## src/design/assert_macros.svh

```systemverilog
// assertion macros shared by gts_stats and gts_rowbuf
`ifndef ASSERT_MACROS_SVH
`define ASSERT_MACROS_SVH

// same-cycle implication, sampled on clk, off while rst_n is low
`define ASSERT_SAME(label, ante, cons, msg) \
  label: assert property (@(posedge clk) disable iff (!rst_n) (ante) |-> (cons)) \
    else $error(msg);

// next-cycle implication, sampled on clk, off while rst_n is low
`define ASSERT_NEXT(label, ante, cons, msg) \
  label: assert property (@(posedge clk) disable iff (!rst_n) (ante) |=> (cons)) \
    else $error(msg);

`endif

```

## src/design/gts_pkg.sv

```systemverilog
// shared types, constants and helpers for the grouped temperature statistics block
package gts_pkg;

  localparam int YEAR_W     = 16;
  localparam int MONTH_W    = 4;
  localparam int READ_W     = 8;
  localparam int SUM_W      = 28;
  localparam int CNT_OUT_W  = 20;
  localparam int FILTER_W   = 5;
  localparam int COUNT_WIDTH_DEF = 20;

  // rows one item can produce: old month, old year, flushed month, flushed year
  localparam int ROWS     = 4;
  localparam int ROW_IDX_W = $clog2(ROWS);

  localparam logic [FILTER_W-1:0] FILTER_RESET = 5'h1F;

  localparam logic KIND_MONTH = 1'b0;
  localparam logic KIND_YEAR  = 1'b1;

  localparam int IN_DATA_W  = 32;
  localparam int OUT_DATA_W = 80;

  typedef struct packed {
    logic                     kind;
    logic [YEAR_W-1:0]        key;
    logic signed [READ_W-1:0] lo;
    logic signed [READ_W-1:0] hi;
    logic signed [SUM_W-1:0]  total;
    logic [CNT_OUT_W-1:0]     samples;
  } row_t;

  // negative passes all months, zero blocks all, positive matches one key
  function automatic logic month_pass(input logic [FILTER_W-1:0] filt,
                                      input logic [MONTH_W-1:0] month);
    logic pass;
    if (filt[FILTER_W-1]) begin
      pass = 1'b1;
    end else if (filt == '0) begin
      pass = 1'b0;
    end else begin
      pass = (month == filt[MONTH_W-1:0]);
    end
    return pass;
  endfunction

  function automatic logic signed [SUM_W-1:0] sat_add(input logic signed [SUM_W-1:0] t,
                                                      input logic signed [READ_W-1:0] r);
    logic signed [SUM_W:0] s;
    logic signed [SUM_W-1:0] res;
    s = (SUM_W+1)'(t) + (SUM_W+1)'(r);
    if (s[SUM_W] != s[SUM_W-1]) begin
      res = s[SUM_W] ? {1'b1, {(SUM_W-1){1'b0}}} : {1'b0, {(SUM_W-1){1'b1}}};
    end else begin
      res = s[SUM_W-1:0];
    end
    return res;
  endfunction

endpackage

```

## src/design/gts_stats.sv

```systemverilog
// month and year group state, and the rows one item produces
module gts_stats #(
  parameter int COUNT_WIDTH = gts_pkg::COUNT_WIDTH_DEF
) (
  input  logic                                clk,
  input  logic                                rst_n,
  input  logic                                adv,
  input  logic [gts_pkg::YEAR_W-1:0]          rec_year,
  input  logic [gts_pkg::MONTH_W-1:0]         rec_month,
  input  logic signed [gts_pkg::READ_W-1:0]   reading,
  input  logic                                end_of_data,
  input  logic [gts_pkg::FILTER_W-1:0]        month_filter,
  output gts_pkg::row_t                       rows [gts_pkg::ROWS],
  output logic [gts_pkg::ROWS-1:0]            row_mask
);

  `include "assert_macros.svh"

  localparam int XW = (COUNT_WIDTH > gts_pkg::CNT_OUT_W) ? COUNT_WIDTH : gts_pkg::CNT_OUT_W;

  logic                               open_r, open_nxt;
  logic [gts_pkg::YEAR_W-1:0]         cur_year_r, cur_year_nxt;
  logic [gts_pkg::MONTH_W-1:0]        cur_month_r, cur_month_nxt;
  logic signed [gts_pkg::READ_W-1:0]  m_lo_r, m_lo_nxt, m_hi_r, m_hi_nxt;
  logic signed [gts_pkg::READ_W-1:0]  y_lo_r, y_lo_nxt, y_hi_r, y_hi_nxt;
  logic signed [gts_pkg::SUM_W-1:0]   m_sum_r, m_sum_nxt, y_sum_r, y_sum_nxt;
  logic [COUNT_WIDTH-1:0]             m_cnt_r, m_cnt_nxt, y_cnt_r, y_cnt_nxt;
  logic                               same_year, same_month, start_m, start_y;

  function automatic logic [gts_pkg::CNT_OUT_W-1:0] cnt_out(input logic [COUNT_WIDTH-1:0] c);
    logic [XW-1:0] w;
    w = XW'(c);
    return w[gts_pkg::CNT_OUT_W-1:0];
  endfunction

  function automatic logic [COUNT_WIDTH-1:0] cnt_inc(input logic [COUNT_WIDTH-1:0] c);
    return (c == '1) ? c : c + COUNT_WIDTH'(1);
  endfunction

  assign same_year  = (rec_year == cur_year_r);
  assign same_month = (rec_month == cur_month_r);
  assign start_y    = !open_r || !same_year;
  assign start_m    = start_y || !same_month;

  always_comb begin
    cur_year_nxt  = rec_year;
    cur_month_nxt = rec_month;
    open_nxt      = !end_of_data;
    if (start_m) begin
      m_lo_nxt  = reading;
      m_hi_nxt  = reading;
      m_sum_nxt = gts_pkg::SUM_W'(reading);
      m_cnt_nxt = COUNT_WIDTH'(1);
    end else begin
      m_lo_nxt  = (reading < m_lo_r) ? reading : m_lo_r;
      m_hi_nxt  = (reading > m_hi_r) ? reading : m_hi_r;
      m_sum_nxt = gts_pkg::sat_add(m_sum_r, reading);
      m_cnt_nxt = cnt_inc(m_cnt_r);
    end
    if (start_y) begin
      y_lo_nxt  = reading;
      y_hi_nxt  = reading;
      y_sum_nxt = gts_pkg::SUM_W'(reading);
      y_cnt_nxt = COUNT_WIDTH'(1);
    end else begin
      y_lo_nxt  = (reading < y_lo_r) ? reading : y_lo_r;
      y_hi_nxt  = (reading > y_hi_r) ? reading : y_hi_r;
      y_sum_nxt = gts_pkg::sat_add(y_sum_r, reading);
      y_cnt_nxt = cnt_inc(y_cnt_r);
    end
  end

  // rows in output order: closed month, closed year, flushed month, flushed year
  always_comb begin
    rows[0] = '{gts_pkg::KIND_MONTH, gts_pkg::YEAR_W'(cur_month_r), m_lo_r, m_hi_r,
                m_sum_r, cnt_out(m_cnt_r)};
    rows[1] = '{gts_pkg::KIND_YEAR, cur_year_r, y_lo_r, y_hi_r, y_sum_r, cnt_out(y_cnt_r)};
    rows[2] = '{gts_pkg::KIND_MONTH, gts_pkg::YEAR_W'(rec_month), m_lo_nxt, m_hi_nxt,
                m_sum_nxt, cnt_out(m_cnt_nxt)};
    rows[3] = '{gts_pkg::KIND_YEAR, rec_year, y_lo_nxt, y_hi_nxt, y_sum_nxt,
                cnt_out(y_cnt_nxt)};
    row_mask[0] = open_r && start_m && gts_pkg::month_pass(month_filter, cur_month_r);
    row_mask[1] = open_r && start_y;
    row_mask[2] = end_of_data && gts_pkg::month_pass(month_filter, rec_month);
    row_mask[3] = end_of_data;
  end

  always_ff @(posedge clk) begin
    if (!rst_n) begin
      open_r <= 1'b0;
    end else if (adv) begin
      open_r <= open_nxt;
    end
  end

  always_ff @(posedge clk) begin
    if (adv) begin
      cur_year_r  <= cur_year_nxt;
      cur_month_r <= cur_month_nxt;
      m_lo_r      <= m_lo_nxt;
      m_hi_r      <= m_hi_nxt;
      m_sum_r     <= m_sum_nxt;
      m_cnt_r     <= m_cnt_nxt;
      y_lo_r      <= y_lo_nxt;
      y_hi_r      <= y_hi_nxt;
      y_sum_r     <= y_sum_nxt;
      y_cnt_r     <= y_cnt_nxt;
    end
  end

  `ASSERT_NEXT(a_flush_closes, adv && end_of_data, !open_r,
               "group still open after end of data")
  `ASSERT_SAME(a_year_row_implies_month_check, row_mask[1], start_m,
               "year closed without closing the month")

endmodule

```

## src/design/gts_rowbuf.sv

```systemverilog
// holds the rows of one item and hands them out one per transfer
module gts_rowbuf (
  input  logic                           clk,
  input  logic                           rst_n,
  input  logic                           load,
  input  gts_pkg::row_t                  rows [gts_pkg::ROWS],
  input  logic [gts_pkg::ROWS-1:0]       row_mask,
  output logic                           done,
  output logic                           out_tvalid,
  input  logic                           out_tready,
  output gts_pkg::row_t                  out_row,
  output logic                           out_last
);

  `include "assert_macros.svh"

  gts_pkg::row_t                  row_r [gts_pkg::ROWS];
  logic [gts_pkg::ROWS-1:0]       pend_r, pend_nxt, rest;
  logic [gts_pkg::ROW_IDX_W-1:0]  head;
  logic                           take;

  // lowest pending slot goes first
  always_comb begin
    head = '0;
    for (int i = gts_pkg::ROWS - 1; i >= 0; i--) begin
      if (pend_r[i]) begin
        head = gts_pkg::ROW_IDX_W'(i);
      end
    end
  end

  always_comb begin
    rest       = pend_r;
    rest[head] = 1'b0;
  end

  assign out_tvalid = |pend_r;
  assign out_row    = row_r[head];
  assign out_last   = (rest == '0);
  assign take       = out_tvalid && out_tready;
  assign done       = !out_tvalid || (take && out_last);

  always_comb begin
    if (load) begin
      pend_nxt = row_mask;
    end else if (take) begin
      pend_nxt = rest;
    end else begin
      pend_nxt = pend_r;
    end
  end

  always_ff @(posedge clk) begin
    if (!rst_n) begin
      pend_r <= '0;
    end else begin
      pend_r <= pend_nxt;
    end
  end

  always_ff @(posedge clk) begin
    if (load) begin
      row_r <= rows;
    end
  end

  `ASSERT_SAME(a_load_only_when_drained, load, done,
               "rows loaded over pending rows")
  `ASSERT_NEXT(a_last_empties, take && out_last && !load, !out_tvalid,
               "rows left after the last transfer")

endmodule

```

## src/design/grouped_temperature_stats.sv

```systemverilog
// top level of the grouped temperature statistics block
//
// Input stream: one record per transfer; in_tdata holds year, month and reading,
// in_tlast marks end of data. Output stream: one statistics row per transfer;
// out_tuser tells a month row (0) from a year row (1), out_tlast marks the last
// row caused by one record. cfg_wr_en writes the month filter (-1 all months,
// 0 none, otherwise one month key); write it only while the block is idle.
// A record waits in the input register until the row buffer is done with earlier
// rows, then updates the month and year groups and loads its rows (zero to four)
// into the row buffer, whose registers hold them until they are taken.
// Throughput: one record per cycle while each record yields at most one row and
// the receiver does not stall; a record with more rows holds the single output
// port until its last row is taken; the next record waits in the input register.
// Reset clears the filter to -1 and leaves no group open. When the receiver
// stalls, the current row holds and in_tready drops once the input register fills.
module grouped_temperature_stats #(
  parameter int COUNT_WIDTH = gts_pkg::COUNT_WIDTH_DEF
) (
  input  logic                              clk,
  input  logic                              rst_n,
  input  logic                              in_tvalid,
  output logic                              in_tready,
  // rec_year [15:0], rec_month [19:16], reading [27:20], zero pad [31:28]
  input  logic [gts_pkg::IN_DATA_W-1:0]     in_tdata,
  input  logic                              in_tlast,
  output logic                              out_tvalid,
  input  logic                              out_tready,
  // row_key [15:0], min_reading [23:16], max_reading [31:24],
  // reading_sum [59:32], sample_count [79:60]
  output logic [gts_pkg::OUT_DATA_W-1:0]    out_tdata,
  // row_kind [0]
  output logic                              out_tuser,
  output logic                              out_tlast,
  input  logic                              cfg_wr_en,
  input  logic [gts_pkg::FILTER_W-1:0]      cfg_wr_data
);

  logic [gts_pkg::FILTER_W-1:0]        filter_r;
  logic                                inv_r;
  logic [gts_pkg::YEAR_W-1:0]          year_r;
  logic [gts_pkg::MONTH_W-1:0]         month_r;
  logic signed [gts_pkg::READ_W-1:0]   reading_r;
  logic                                eod_r;
  logic                                adv, buf_done, in_take;
  gts_pkg::row_t                       rows [gts_pkg::ROWS];
  logic [gts_pkg::ROWS-1:0]            row_mask;
  gts_pkg::row_t                       out_row;

  assign adv       = inv_r && buf_done;
  assign in_tready = !inv_r || adv;
  assign in_take   = in_tvalid && in_tready;

  always_ff @(posedge clk) begin
    if (!rst_n) begin
      filter_r <= gts_pkg::FILTER_RESET;
    end else if (cfg_wr_en) begin
      filter_r <= cfg_wr_data;
    end
  end

  always_ff @(posedge clk) begin
    if (!rst_n) begin
      inv_r <= 1'b0;
    end else if (in_take) begin
      inv_r <= 1'b1;
    end else if (adv) begin
      inv_r <= 1'b0;
    end
  end

  always_ff @(posedge clk) begin
    if (in_take) begin
      year_r    <= in_tdata[15:0];
      month_r   <= in_tdata[19:16];
      reading_r <= in_tdata[27:20];
      eod_r     <= in_tlast;
    end
  end

  gts_stats #(
    .COUNT_WIDTH (COUNT_WIDTH)
  ) u_stats (
    .clk          (clk),
    .rst_n        (rst_n),
    .adv          (adv),
    .rec_year     (year_r),
    .rec_month    (month_r),
    .reading      (reading_r),
    .end_of_data  (eod_r),
    .month_filter (filter_r),
    .rows         (rows),
    .row_mask     (row_mask)
  );

  gts_rowbuf u_rowbuf (
    .clk        (clk),
    .rst_n      (rst_n),
    .load       (adv),
    .rows       (rows),
    .row_mask   (row_mask),
    .done       (buf_done),
    .out_tvalid (out_tvalid),
    .out_tready (out_tready),
    .out_row    (out_row),
    .out_last   (out_tlast)
  );

  assign out_tuser = out_row.kind;
  assign out_tdata = {out_row.samples, out_row.total, out_row.hi, out_row.lo, out_row.key};

endmodule

```

## config.mk

```make
export PLATFORM = sky130hd
export DESIGN_NAME = grouped_temperature_stats
export DESIGN_NICKNAME = d
export VERILOG_FILES = /design/src/design/gts_pkg.sv /design/src/design/gts_stats.sv /design/src/design/gts_rowbuf.sv /design/src/design/grouped_temperature_stats.sv
export VERILOG_INCLUDE_DIRS = /design/src /design/src/design
export SDC_FILE = /design/constraint.sdc
export NUM_CORES = 1
export LEC_CHECK = 0
export CORE_MARGIN = 1
export CORE_UTILIZATION = 29
export DETAILED_ROUTE_END_ITERATION = 6
export DONT_BUFFER_PORTS = 1
export PLACE_DENSITY = 0.43
export SLEW_MARGIN = 20
export SYNTH_ARGS = -nofsm -noshare
export SYNTH_HDL_FRONTEND = slang
export SYNTH_SLANG_ARGS = --single-unit
```

## constraint.sdc

```tcl
create_clock -name clk -period 10.45 [get_ports clk]
set_clock_uncertainty 0.15 [all_clocks]
set_input_delay 1.045 -clock clk [delete_from_list [all_inputs] [get_ports clk]]
set_output_delay 1.045 -clock clk [all_outputs]
set_load 0.02 [all_outputs]
```

==> results.ini <==
[synthesis]
synth_fp_nets=1467
synth_seq_cells=336
synth_warnings=0
synth-edff-count=325
synth_area_um2=17800
syn_area_per_cell_um2=13.4
ys_types=73
ys.flop_type=edfxtp_1
syn-instance-count=1334
ys_seq_area_share_pct=56.0
postSynth.asyncResetShare_pct=0

[layout]
drive_gt1_share_pct=13.6
syn_to_final_growth_pct=12.9
seq_area_um2=9980
multi_input_area_um2=7400
fillers=5972
diodes=0
fin_nets=1478

[routing]
drc_errors=0
vias=10900
routedWlPerCell_um=19.9
wirelength_um=43100
dr.pass1.iters=5
vias_per_cell=5.03
dr.first_iter.drc_count=491
final_antenna_net_count=0

[die]
num_rows=90
die-area_um2=62400
die_h_um=250
start_util_pct=29.4
die_w_um=250
pin_count=127
core_area_um2=60600

[timing]
rsz0062_at_grt=no
finalCritPeriodShare_pct=43.2
drv_slew=0
final.setup.tns_ns=0
tightestPinTransition_ns=1.03
setup_violations=0
slew_headroom_pct=31.2
fin_crit_ns=4.51
fmax_ghz=0.221
fin_hold_ws_ns=0.320
hold_violations=0

[cts]
holdBufCountCts=0
clkTransAtPathRegs_ns=0.05
cts_tree=done
postCtsResizedCells=0
cts_setup_buffers=0
cts_num_sinks=336
htreeDepth=2
cts_made_buffers=43
clockRootBuffer=clkbuf_16
cts_buffer_depth=3
insertion_delay_ns=0.57

[global_routing]
grt_overflow_total=0
grt_pass1_wl_um=67300
grt_max_degree=134
grt_pass1_vias=11200
antenna_found_initial=0
globalRouteTotalUtil_pct=13.9

[power]
pwr_density_cell_nw_per_um2=177
p_leak_nw=7.02
vdd_drop_max_mv=0.128

[status]
outcome=finished clean

[setup_path]
reg2reg_slack_ns=5.94
cp.required_ns=10.59
critPathLaunchType=flip-flop
worst_path_largest_cell_delay_ns=0.67
worstPathMaxFanout=20
crit_chain=inv_1, fa_1, nor2b_1, o2111ai_1, a31oi_1, o31a_1, a31oi_2, o21ai_2, a311oi_2, or2_4, o21ai_2
path_common_cell=o21ai_2
cp_slowest_cell=edfxtp_1
crit_type=flip-flop to flip-flop
arrival_ns=4.66
cp-end-kind=flip-flop

[hold_path]
hold_class=flip-flop to flip-flop

[flow_run]
maxCapViolCount=0

[place]
hpwl_um=29000
place_congestion=0.803
io_buffers=0

cell families (layout without fill, tap and decap cells):
family                   count (synthesis)  in the layout  share of synthesized area (%)
adder cells (fa/ha/maj)                100            100                           6.97
buffers and inverters                  106            152                           2.60
AO/OA/AOI/OAI                          319            319                           12.3
multiplexers                            75             75                           9.00
AND/OR/NAND/NOR                        301            301                           8.40
XOR/XNOR                                97             97                           4.77
flip-flops                             336            336                           56.0
cell usage after synthesis, types with 3 or more instances:
cell type | count | area share (%)
clkbuf_1 | 29 | 0.61
o31ai_1 | 10 | 0.42
dfxtp_1 | 11 | 1.2
and3_1 | 11 | 0.39
a221oi_1 | 3 | 0.15
and4_1 | 6 | 0.29
ha_1 | 88 | 6.2
nor4_1 | 6 | 0.21
o21a_1 | 12 | 0.51
buf_6 | 3 | 0.19
o21ai_0 | 64 | 1.8
o21bai_1 | 11 | 0.46
nor4b_1 | 3 | 0.15
a21boi_0 | 4 | 0.17
nor3_1 | 20 | 0.56
nand3_1 | 32 | 0.90
nand4_1 | 16 | 0.56
o2111ai_1 | 3 | 0.15
mux2i_1 | 6 | 0.34
buf_2 | 8 | 0.22
a21oi_1 | 81 | 2.3
a211oi_2 | 3 | 0.21
xor2_1 | 40 | 2.0
maj3_1 | 10 | 0.56
a31oi_1 | 12 | 0.42
nand2b_1 | 12 | 0.42
mux4_2 | 68 | 8.6
a22o_1 | 12 | 0.59
inv_1 | 59 | 1.2
nor2b_1 | 12 | 0.42
buf_1 | 5 | 0.11
nand2_1 | 78 | 1.6
edfxtp_1 | 325 | 55
a211oi_1 | 9 | 0.38
xnor2_1 | 57 | 2.8
and2_1 | 11 | 0.39
or3_1 | 8 | 0.28
and4b_1 | 3 | 0.17
o21ai_2 | 21 | 1.0
a21o_1 | 36 | 1.5
o211ai_1 | 6 | 0.25
nor2_1 | 74 | 1.6
nand3b_1 | 3 | 0.13
worst max-delay path: cells and delay by family (launching register included):
kind,cells,cell delay [ns]
compound gates,7,2.26
fa+ha+maj,1,0.26
buf+inv,1,0.27
flops,1,0.67
simple gates,2,0.60
cell usage in the layout (no fill, tap or decap), drive strengths merged, types with 10 or more instances in the layout:
cell | Yosys | routed
nand4 | 16 | 16
clkinv | 0 | 20
and2 | 11 | 11
nor2 | 74 | 74
xor2 | 40 | 40
and3 | 11 | 11
mux4 | 68 | 68
nand2b | 12 | 12
a22o | 12 | 12
a211oi | 12 | 12
xnor2 | 57 | 57
dfxtp | 11 | 11
nand3 | 32 | 32
o21a | 12 | 12
nor2b | 12 | 12
o21bai | 11 | 11
a21oi | 82 | 82
buf | 18 | 13
clkbuf | 29 | 51
o21ai | 86 | 86
nand2 | 78 | 78
maj3 | 10 | 10
inv | 59 | 60
edfxtp | 325 | 325
a31oi | 13 | 13
nor3 | 20 | 20
o31ai | 12 | 12
a21o | 36 | 36
ha | 88 | 88
path summary, 6_finish.rpt:
| check | end | cells after the start | startpoint |
|---|---|---|---|
| max | u_rowbuf.row_r[40]$_DFFE_PP_ | 11 | reading_r[1]$_DFFE_PP_ |
| min | u_rowbuf.row_r[71]$_DFFE_PP_ | 0 | year_r[7]$_DFFE_PP_ |
| max reg2reg | u_rowbuf.row_r[40]$_DFFE_PP_ | 11 | reading_r[1]$_DFFE_PP_ |
| min reg2reg | u_rowbuf.row_r[71]$_DFFE_PP_ | 0 | year_r[7]$_DFFE_PP_ |
where the power goes:
part / switching (W) / total [W] / leakage, nW / internal [W]
clock: 0.000591 / 0.00149 / 0.682 / 0.000895
sequential: 0.0000465 / 0.00160 / 3.15 / 0.00156
combinational: 0.000290 / 0.000467 / 3.19 / 0.000177
metal layers:
metal / global-route usage (%) / wire (um) / part of all wire (%) / up-vias
met5: 0 / 0 / 0 / -
met4: 4.41 / 994 / 2.3 / 0
met3: 2.60 / 1590 / 3.7 / 58
met2: 23.2 / 20800 / 48 / 164
met1: 18.3 / 19800 / 46 / 5426
li1: - / - / - / 5226
registers in the layout, indices dropped and copies added, names as in the netlist:
register,count
eod_r,1
filter_r,5
inv_r,1
month_r,4
reading_r,8
u_rowbuf.pend_r,4
u_rowbuf.row_r,292
u_stats.cur_month_r,4
u_stats.open_r,1
year_r,16
final cells by class:
class / count / area share [%]
sequential: 336 / 49.6
multi-input combinational: 892 / 36.8
clock buffer: 51 / 5.61
tap: 782 / 4.87
clock inverter: 29 / 1.41
inverter: 59 / 1.14
timing repair buffer: 13 / 0.548
metrics by stage:
stage          setup WS [ns]  cells  cell area [um^2]  util (%)  total power, W
6_report                5.94   2162             20100      33.2         0.00356
5_1_grt                 5.51   2162             20100      33.2         0.00372
4_1_cts                 5.81   2162             20100      33.2         0.00362
3_5_place_dp            5.85   2082             18700      30.9         0.00211
3_3_place_gp            5.83   2082             18700      30.9         0.00210
2_1_floorplan           2.73   1334             17800         -         0.00200
Note: power is estimated with default switching activity, not from simulation.
